$ cat config.mk
export PLATFORM = sky130hd
export DESIGN_NAME = upn_ctrl
export DESIGN_NICKNAME = d
export VERILOG_FILES = /design/src/hw/rtl/upn_pkg.sv /design/src/hw/rtl/upn_ctrl.sv
export SDC_FILE = /design/constraint.sdc
export NUM_CORES = 1
export LEC_CHECK = 0
export ABC_AREA = 1
export BUFFER_PORTS_ARGS = -buffer_cell sky130_fd_sc_hd__buf_2
export CAP_MARGIN = 10
export CORE_MARGIN = 5
export CORE_UTILIZATION = 55
export CTS_BUF_LIST = sky130_fd_sc_hd__clkbuf_2
export DETAILED_ROUTE_END_ITERATION = 10
export PLACE_DENSITY_LB_ADDON = 0.08
export SLEW_MARGIN = 20
export SYNTH_ARGS = -nofsm -noshare
export SYNTH_HDL_FRONTEND = slang
export SYNTH_SLANG_ARGS = --single-unit
export TNS_END_PERCENT = 5
$ cat constraint.sdc
create_clock -name clk -period 1.7 [get_ports clk]
set_clock_uncertainty 0.15 [all_clocks]
set_input_delay 0.085 -clock clk [delete_from_list [all_inputs] [get_ports clk]]
set_output_delay 0.085 -clock clk [all_outputs]
set_load 0.01 [all_outputs]
$ cat src/hw/rtl/upn_pkg.sv
// upn_pkg: shared types and constants of the polygon unit normal block.
// Used by upn_ctrl, upn_datapath and polygon_unit_normal_top; no dependencies.
`timescale 1ns / 1ps

package upn_pkg;

    // Default face size limit
    localparam int MAX_FACE_VERTICES_DEF = 64;

    // Fixed widths of the arithmetic
    localparam int COORD_W = 16;   // Q8.8 vertex coordinate
    localparam int SUM_W   = 48;   // Newell accumulator, Q32.16
    localparam int HALF_W  = 24;   // half of an accumulator magnitude
    localparam int SQ_W    = 96;   // sum of squares, Q64.32
    localparam int ROOT_W  = 48;   // normal length, Q32.16
    localparam int REM_W   = 52;   // square root remainder
    localparam int DIV_W   = 63;   // divider remainder
    localparam int Q_W     = 15;   // unit component magnitude
    localparam int NRM_W   = 16;   // unit component, Q2.14
    localparam int AREA_W  = 47;   // face area, Q31.16
    localparam int UNIT_SH = 14;   // scale of Q2.14
    localparam int LIMIT_W = 32;   // zero area limit register

    // Step counts of the face end sequence
    localparam int SQRT_STEPS = ROOT_W;
    localparam int DIV_STEPS  = Q_W;

    // Register address decode (byte address bit 2 selects the register)
    localparam int  PADDR_W          = 3;
    localparam logic REG_ZERO_LIMIT  = 1'b0;
    localparam logic [LIMIT_W-1:0] ZERO_LIMIT_RESET = 32'd1;

    // Result status codes
    typedef enum logic [1:0] {
        STAT_OK   = 2'd0,
        STAT_FEW  = 2'd1,
        STAT_ZERO = 2'd2,
        STAT_MANY = 2'd3
    } status_t;

    // Square partial product selects
    typedef enum logic [1:0] {
        PART_LL = 2'd0,
        PART_LH = 2'd1,
        PART_HH = 2'd2
    } part_t;

    // Controller states
    typedef enum logic [3:0] {
        ST_IDLE,
        ST_EDGE_MUL,
        ST_EDGE_ADD,
        ST_CHECK,
        ST_CLOSE_MUL,
        ST_CLOSE_ADD,
        ST_SQ_MUL,
        ST_SQ_ADD,
        ST_SQRT,
        ST_LIMIT,
        ST_DIV_INIT,
        ST_DIV,
        ST_OUT
    } state_t;

    // Commands from controller to datapath
    typedef struct packed {
        logic    load;
        logic    edge_mul;
        logic    edge_add;
        logic    close_sel;
        logic    set_status;
        status_t status;
        logic    sq_clear;
        logic    sq_mul;
        logic    sq_add;
        logic [1:0] comp;
        part_t   part;
        logic    sqrt_step;
        logic    div_init;
        logic    div_step;
        logic    div_store;
        logic    out_load;
    } cmd_t;

    // Status from datapath to controller
    typedef struct packed {
        logic last;
        logic count_over;
        logic count_lt3;
        logic len_le_limit;
        logic out_free;
    } stat_t;

endpackage

$ cat src/hw/rtl/upn_ctrl.sv
// upn_ctrl: sequencer of the polygon unit normal block.
// Depends on upn_pkg; drives upn_datapath through cmd_t and reads stat_t.
`timescale 1ns / 1ps

module upn_ctrl
(
    input  logic           clk,
    input  logic           rst_n,
    input  logic           s_tvalid,
    output logic           s_tready,
    input  upn_pkg::stat_t stat,
    output upn_pkg::cmd_t  cmd
);

    upn_pkg::state_t state_reg, state_next;
    logic [5:0]      cnt_reg, cnt_next;
    logic [1:0]      comp_reg, comp_next;
    upn_pkg::part_t  part_reg, part_next;

    // State and step counters
    always_ff @(posedge clk or negedge rst_n)
    begin
        if (!rst_n)
        begin
            state_reg <= upn_pkg::ST_IDLE;
            cnt_reg   <= '0;
            comp_reg  <= '0;
            part_reg  <= upn_pkg::PART_LL;
        end
        else
        begin
            state_reg <= state_next;
            cnt_reg   <= cnt_next;
            comp_reg  <= comp_next;
            part_reg  <= part_next;
        end
    end

    // Next state and commands
    always_comb
    begin
        state_next = state_reg;
        cnt_next   = cnt_reg;
        comp_next  = comp_reg;
        part_next  = part_reg;
        cmd        = '0;
        cmd.comp   = comp_reg;
        cmd.part   = part_reg;
        s_tready   = 1'b0;

        unique case (state_reg)
            upn_pkg::ST_IDLE:
            begin
                s_tready = 1'b1;
                if (s_tvalid)
                begin
                    cmd.load   = 1'b1;
                    state_next = upn_pkg::ST_EDGE_MUL;
                end
            end
            upn_pkg::ST_EDGE_MUL:
            begin
                cmd.edge_mul = 1'b1;
                state_next   = upn_pkg::ST_EDGE_ADD;
            end
            upn_pkg::ST_EDGE_ADD:
            begin
                cmd.edge_add = 1'b1;
                state_next   = stat.last ? upn_pkg::ST_CHECK : upn_pkg::ST_IDLE;
            end
            upn_pkg::ST_CHECK:
            begin
                // Pick the short exits before the closing edge
                if (stat.count_over)
                begin
                    cmd.set_status = 1'b1;
                    cmd.status     = upn_pkg::STAT_MANY;
                    state_next     = upn_pkg::ST_OUT;
                end
                else if (stat.count_lt3)
                begin
                    cmd.set_status = 1'b1;
                    cmd.status     = upn_pkg::STAT_FEW;
                    state_next     = upn_pkg::ST_OUT;
                end
                else
                begin
                    state_next = upn_pkg::ST_CLOSE_MUL;
                end
            end
            upn_pkg::ST_CLOSE_MUL:
            begin
                cmd.edge_mul  = 1'b1;
                cmd.close_sel = 1'b1;
                state_next    = upn_pkg::ST_CLOSE_ADD;
            end
            upn_pkg::ST_CLOSE_ADD:
            begin
                cmd.edge_add  = 1'b1;
                cmd.close_sel = 1'b1;
                cmd.sq_clear  = 1'b1;
                comp_next     = '0;
                part_next     = upn_pkg::PART_LL;
                state_next    = upn_pkg::ST_SQ_MUL;
            end
            upn_pkg::ST_SQ_MUL:
            begin
                cmd.sq_mul = 1'b1;
                state_next = upn_pkg::ST_SQ_ADD;
            end
            upn_pkg::ST_SQ_ADD:
            begin
                cmd.sq_add = 1'b1;
                // Advance over three partial products of three components
                if (part_reg == upn_pkg::PART_HH)
                begin
                    part_next = upn_pkg::PART_LL;
                    if (comp_reg == 2'd2)
                    begin
                        cnt_next   = 6'(upn_pkg::SQRT_STEPS - 1);
                        state_next = upn_pkg::ST_SQRT;
                    end
                    else
                    begin
                        comp_next  = comp_reg + 2'd1;
                        state_next = upn_pkg::ST_SQ_MUL;
                    end
                end
                else
                begin
                    part_next  = (part_reg == upn_pkg::PART_LL) ? upn_pkg::PART_LH
                                                                : upn_pkg::PART_HH;
                    state_next = upn_pkg::ST_SQ_MUL;
                end
            end
            upn_pkg::ST_SQRT:
            begin
                cmd.sqrt_step = 1'b1;
                cnt_next      = cnt_reg - 6'd1;
                if (cnt_reg == '0)
                    state_next = upn_pkg::ST_LIMIT;
            end
            upn_pkg::ST_LIMIT:
            begin
                cmd.set_status = 1'b1;
                if (stat.len_le_limit)
                begin
                    cmd.status = upn_pkg::STAT_ZERO;
                    state_next = upn_pkg::ST_OUT;
                end
                else
                begin
                    cmd.status = upn_pkg::STAT_OK;
                    comp_next  = '0;
                    state_next = upn_pkg::ST_DIV_INIT;
                end
            end
            upn_pkg::ST_DIV_INIT:
            begin
                cmd.div_init = 1'b1;
                cnt_next     = 6'(upn_pkg::DIV_STEPS - 1);
                state_next   = upn_pkg::ST_DIV;
            end
            upn_pkg::ST_DIV:
            begin
                cmd.div_step = 1'b1;
                cnt_next     = cnt_reg - 6'd1;
                if (cnt_reg == '0)
                begin
                    cmd.div_store = 1'b1;
                    if (comp_reg == 2'd2)
                    begin
                        state_next = upn_pkg::ST_OUT;
                    end
                    else
                    begin
                        comp_next  = comp_reg + 2'd1;
                        state_next = upn_pkg::ST_DIV_INIT;
                    end
                end
            end
            upn_pkg::ST_OUT:
            begin
                // Hold until the output register is free
                if (stat.out_free)
                begin
                    cmd.out_load = 1'b1;
                    state_next   = upn_pkg::ST_IDLE;
                end
            end
            default:
            begin
                state_next = upn_pkg::ST_IDLE;
            end
        endcase
    end

endmodule

==> results of run 1 <==
==> area by class of cell <==
type | instances | area, um2
repair buffers | 38 | 223
multi-input cells | 126 | 734
inverters | 27 | 109
clock inverters | 1 | 3.75
clock buffers | 3 | 15.0
flip-flops and latches | 14 | 355
fillers | 166 | 528
well taps | 27 | 33.8
==> power groups by stage <==
| stage | Combinational [mW] | Clock [mW] | Sequential, mW |
|---|---|---|---|
| 6_report | 1.41 | 0.163 | 0.643 |
| 5_1_grt | 1.59 | 0.186 | 0.663 |
| 4_1_cts | 1.29 | 0.168 | 0.622 |
| 3_5_place_dp | 1.24 | 0 | 0.633 |
| 3_3_place_gp | 1.21 | 0 | 0.628 |
| 2_1_floorplan | 0.912 | 0 | 0.623 |
==> worst paths after layout <==
path,endpoint,from,cells past startpoint
worst max-delay path,cmd[12],state_reg[0],6
worst min-delay path,comp_reg[0],rst_n,2
worst max register to register,comp_reg[0],state_reg[3],10
worst min register to register,part_reg[1],part_reg[0],2
max in group asynchronous,state_reg[2],rst_n,2
min in group clk,state_reg[3],s_tvalid,6
==> synthesized netlist by cell type (all sizes together) <==
master | n | area [um2]
nand2 | 55 | 269
ha | 3 | 37.5
or2 | 1 | 8.76
nand3 | 16 | 85.1
a21oi | 7 | 53.8
a22oi | 1 | 12.5
nor2 | 28 | 154
inv | 26 | 100
o21ai | 10 | 57.6
o21bai | 1 | 7.51
nand4 | 2 | 12.5
nor4 | 1 | 6.26
clkinv | 1 | 5.00
xor2 | 1 | 8.76
dfrtp | 14 | 350
==> cell families after synthesis <==
logic type               share of synthesized area (%)
AND/OR/NAND/NOR                                   45.8
AO/OA/AOI/OAI                                     11.2
XOR/XNOR                                         0.750
adder cells (fa/ha/maj)                           3.21
flip-flops                                        30.0
buffers and inverters                             8.99
==> layer usage <==
| layer | wire length (um) | share of wire, % | track usage (%) |
|---|---|---|---|
| met3 | 156 | 5.4 | 3.94 |
| met1 | 1220 | 42 | 23.0 |
| met5 | 0 | 0 | 0 |
| met4 | 72 | 2.5 | 8.14 |
| met2 | 1430 | 50 | 33.4 |
==> repair_timing <==
item	in CTS	in global routing
endpoints found under the setup margin	5	18
hold endpoints to repair	15	0
hold buffers	2	0
pin swaps	0	5
setup buffers	1	7
resized for setup	5	8
==> worst register-to-register path, delay by kind of cell, from the launching register on <==
family	cells	cell delay, ns
AND/OR/NAND/NOR	8	0.59
buffers and inverters	2	0.29
flip-flops	1	0.47
==> stage by stage <==
step	setup TNS [ns]	utilization, %	setup WS (ns)
final	0	73.6	0.0203
after global placement	0	67.2	0.137
after global routing	-0.449	73.6	-0.0840
after detailed placement	0	67.2	0.0835
after floorplan	0	-	0.239
after CTS	-0.0125	70.1	-0.0119
==> results.toml, run 1 <==
[synth]
syn_area_um2 = 1170
synth.distinct_cells = 26
syn_inst = 167
syn_nets = 178
synth-seq-area-share_pct = 30.0
ys_ff_latch = 14
syn_area_per_cell_um2 = 7.00
yosys_warnings = 0

[drt]
num_vias = 1193
finalWirelength_mm = 2.88
wire_per_inst_um = 12.2
route.detailed.drc = 0
antenna_left = 0
via_per_inst = 5.06
first_pass_iters = 4
drt_iter0_markers = 37

[sta]
hold_ws_ns = 0.0279
slew_viol_final = 0
min_period_ns = 1.68
rsz0062_at_grt = "yes"
worstMarginPinSlew_ns = 0.302
finalSetupViolations = 0
max_freq_mhz = 595
finalCritPeriodShare_pct = 98.8
relSlewSlack_pct = 79.9
report.final.hold_viol_count = 0

[clock_tree]
cts_buffer_depth = 2
cts_tree = "done"
cts-root-buf = "clkbuf_2"
cts.sinks = 14
htree_levels = 1
clk_latency_ns = 0.29
cts.clk_slew.worst_paths_ns = 0.14
cts_buffers = 3

[critical_path]
cp-end-kind = "primary output"
crit_chain = "nand2_8 -> clkinv_4 -> nand2_2 -> or2_4 -> inv_1 -> buf_2"
slowest_stage = "dfrtp_2"
slowest_delay_ns = 0.51
crit_buf_inv = 3
critPathRequiredTime_ns = 1.46
cp-start-kind = "flop"
critical_path_arrival_ns = 1.44
worst-setup-path-type = "reg -> out"
worst-path-max-fanout = 6
reg2reg_slack_ns = 0.10
critical-path-top-delay-family = "flip-flops"

[power_and_ir_drop]
leakage_nw = 0.813
p_per_area_nw_per_um2 = 1500
p_comb_share_pct = 63.6
internal_power_mw = 1.06
switching_share_pct = 52.3
ir_drop_uv = 954
seqPwrFrac_pct = 29.1
report.power.total_mw = 2.21
pwr-share-clk_pct = 7.4
p_sw_mw = 1.16

[global_route]
grt_pass1_wl_mm = 4.91
track_usage_pct = 19.3
grt_max_degree = 15
antenna_found_initial = 0
grt.overflow.total = 0
grt_pass1_vias = 1150

[finish]
mostFrequentLayoutCells = "nand2_1 (42), buf_2 (27), inv_1 (20), nor2_1 (20), nand3_1 (14)"
area_growth_pct = 26.1
final_nets = 221
num_antenna_cells = 0
post_route_cells_drive_above_1_share_pct = 38.8
largest_reg_flops = 6
final_common_cell = "nand2_1"
final_area_um2 = 1470
fin_cells = 236

[placement]
port_buffers = 27
gp_routability_congestion = 0.879
dp_hpwl_mm = 2.21
place_area_um2 = 1350
placed_cells = 222

[worst_hold_path]
hp-class = "in -> async"

[floorplanning]
core_um2 = 2000
pin_count = 28
fp.dieH_um = 56.1
fp.dieArea_um2 = 3150
start_util_pct = 58.4
die_w_um = 56.1
row_count = 16

[run_status]
status = "completed"

[run]
maxCapViolations = 0
Note: power is estimated with default switching activity, not from simulation.
==> run 2: changes to the inputs <==
--- a/config.mk
+++ b/config.mk
@@ -5,13 +5,13 @@
 export SDC_FILE = /design/constraint.sdc
 export NUM_CORES = 1
 export LEC_CHECK = 0
-export ABC_AREA = 1
 export BUFFER_PORTS_ARGS = -buffer_cell sky130_fd_sc_hd__buf_2
 export CAP_MARGIN = 10
 export CORE_MARGIN = 5
-export CORE_UTILIZATION = 55
+export CORE_UTILIZATION = 54
 export CTS_BUF_LIST = sky130_fd_sc_hd__clkbuf_2
 export DETAILED_ROUTE_END_ITERATION = 10
+export HOLD_SLACK_MARGIN = 0.06
 export PLACE_DENSITY_LB_ADDON = 0.08
 export SLEW_MARGIN = 20
 export SYNTH_ARGS = -nofsm -noshare
==> results.toml, run 2 <==
[clock_tree]
htree_levels = 1
cts_buffer_depth = 2
clk_latency_ns = 0.29
cts-root-buf = "clkbuf_2"
cts_buffers = 3
cts.clk_slew.worst_paths_ns = 0.16
cts.sinks = 14
cts_tree = "done"

[power_and_ir_drop]
p_comb_share_pct = 69.9
pwr-share-clk_pct = 6.4
seqPwrFrac_pct = 23.7
internal_power_mw = 1.45
p_sw_mw = 1.31
ir_drop_uv = 1010
switching_share_pct = 47.5
p_per_area_nw_per_um2 = 1730
leakage_nw = 0.744
report.power.total_mw = 2.76

[sta]
finalSetupViolations = 13
tns_ns = -1.98
slew_viol_final = 0
report.final.hold_viol_count = 0
rsz0062_at_grt = "yes"
worstMarginPinSlew_ns = 0.394
min_period_ns = 2.05
finalCritPeriodShare_pct = 121
timing.final.ws_setup_ns = -0.350
max_freq_mhz = 488
relSlewSlack_pct = 73.7
hold_ws_ns = 0.122

[global_route]
grtUsageMet1_pct = 26.3
grt.overflow.total = 0
track_usage_pct = 22.3
grt_pass1_vias = 1074
grt_pass1_wl_mm = 4.79
antenna_found_initial = 0
grtUsageMet2_pct = 38.6
grt_max_degree = 16
use_met3_pct = 4.56
top_usage_layer = "met2"

[finish]
post_route_cells_drive_above_1_share_pct = 41.9
final_common_cell = "buf_2"
final_area_um2 = 1600
area_growth_pct = 44.9
num_antenna_cells = 0
mostFrequentLayoutCells = "buf_2 (27), buf_4 (23), nor2_1 (14)"
final_nets = 198
largest_reg_flops = 6

[synth]
syn_nets = 145
synth_top_family_by_area = "simple AND/OR/NAND/NOR gates"
synth.distinct_cells = 44
yosys.area_share.simple_pct = 28.5
yosys_most_used_dff = "dfrtp_1"
synth_fa_ha_area_share_pct = 3.41
syn_inst = 134
synth_edf_count = 0
synth-compound-area-share_pct = 24.8
ys_async_sr_fraction_pct = 100
ys_top_cells_by_area = "dfrtp_1 (32%), nor2_1 (4.8%), a21oi_1 (4.1%)"
ys_ff_latch = 14
yosys-top-cells-count = "dfrtp_1 (14), nor2_1 (14), inv_1 (11)"
syn_area_per_cell_um2 = 8.22
synth_top_area_share_pct = 31.8
yosysTopAreaCell = "dfrtp_1"
synthXorXnorAreaFrac_pct = 1.59
synthMuxAreaShare_pct = 1.82
yosys_warnings = 0
syn_area_um2 = 1100
synth-seq-area-share_pct = 31.8

[floorplanning]
fp.dieH_um = 55.2
start_util_pct = 56.1
fp.dieArea_um2 = 3040
row_count = 16
core_um2 = 1960
die_w_um = 55.2
pin_count = 28

[placement]
gp_routability_congestion = 0.849
place_area_um2 = 1390
dp_slack_ns = -0.149
dp_hpwl_mm = 2.26
port_buffers = 27

[critical_path]
cp-start-kind = "flop"
critical-path-top-delay-family = "simple AND/OR/NAND/NOR gates"
crit_chain = "inv_1 -> ha_2 -> or4b_4 -> buf_6 -> nor4_4 -> buf_2"
crit_buf_inv = 3
worst-path-max-fanout = 2
slowest_stage = "or4b_4"
cp-end-kind = "primary output"
critPathRequiredTime_ns = 1.46
worst-setup-path-type = "reg -> out"
critical_path_arrival_ns = 1.82
slowest_delay_ns = 0.47

[drt]
wire_per_inst_um = 15.7
drt_iter0_markers = 25
finalWirelength_mm = 3.34
num_vias = 1217
route.detailed.drc = 0
via_per_inst = 5.71
first_pass_iters = 4
antenna_left = 0

[worst_hold_path]
hp-class = "in -> reg"

[run]
maxCapViolations = 0

[run_status]
status = "finished with violations"
violations = "setup timing"
## run 2: layout make-up
type	instances	area, um2
Clock buffer	3	15.0
Clock inverter	1	3.75
Fill cell	138	367
Inverter	11	41.3
Multi-Input combinational cell	99	757
Sequential cell	14	353
Tap cell	27	33.8
Timing Repair Buffer	58	392
## run 2: worst paths after layout
check                                to  slack, ns  cells past startpoint       start
max                              cmd[1]      -0.35                      6  cnt_reg[1]
min reg2reg                  cnt_reg[4]       0.42                      1  cnt_reg[4]
max reg2reg                 comp_reg[1]      -0.27                      7  cnt_reg[1]
min                        state_reg[1]       0.12                      4     stat[1]
min in group asynchronous    cnt_reg[3]       0.60                      3       rst_n
max in group asynchronous  state_reg[2]       0.49                      3       rst_n
## run 2: logic make-up after synthesis
| group | Yosys count |
|---|---|
| flops | 14 |
| mux | 2 |
| buf+inv | 21 |
| xor+xnor | 2 |
| simple gates | 55 |
| compound gates | 37 |
| fa+ha+maj | 3 |
## run 2: power by group through the flow
stage          clock network [mW]  registers [mW]  logic [mW]
2_1_floorplan                   0           0.617        1.04
3_3_place_gp                    0           0.616        1.60
3_5_place_dp                    0           0.625        1.64
4_1_cts                     0.173           0.630        1.78
5_1_grt                     0.189           0.673        2.09
6_report                    0.176           0.653        1.93
## run 2: worst register-to-register path: stages (launching register included)
cell	delay, ns
dfrtp_1	0.41
inv_1	0.06
ha_2	0.16
or4b_4	0.47
buf_4	0.16
o21ai_2	0.13
o211ai_1	0.17
mux2i_1	0.15
## run 2: per-layer routing
metal,share of wire (%),up-vias
li1,-,592
met1,42,563
met2,50,49
met3,5.7,13
met4,2.4,0
met5,0,-
## run 2: what timing repair did
| action | CTS | global route |
|---|---|---|
| endpoints found under the setup margin | 22 | 23 |
| resized for setup | 17 | 11 |
| setup buffers | 3 | 1 |
| hold buffers | 5 | 0 |
| pin swaps | 7 | 2 |
| hold endpoints to repair | 17 | 0 |
## run 2: metrics by stage
step                instances  util (%)
global placement          200      70.7
detailed placement        200      70.7
floorplan                 134         -
CTS                       212      78.6
global route              213      81.3
finish                    213      81.3
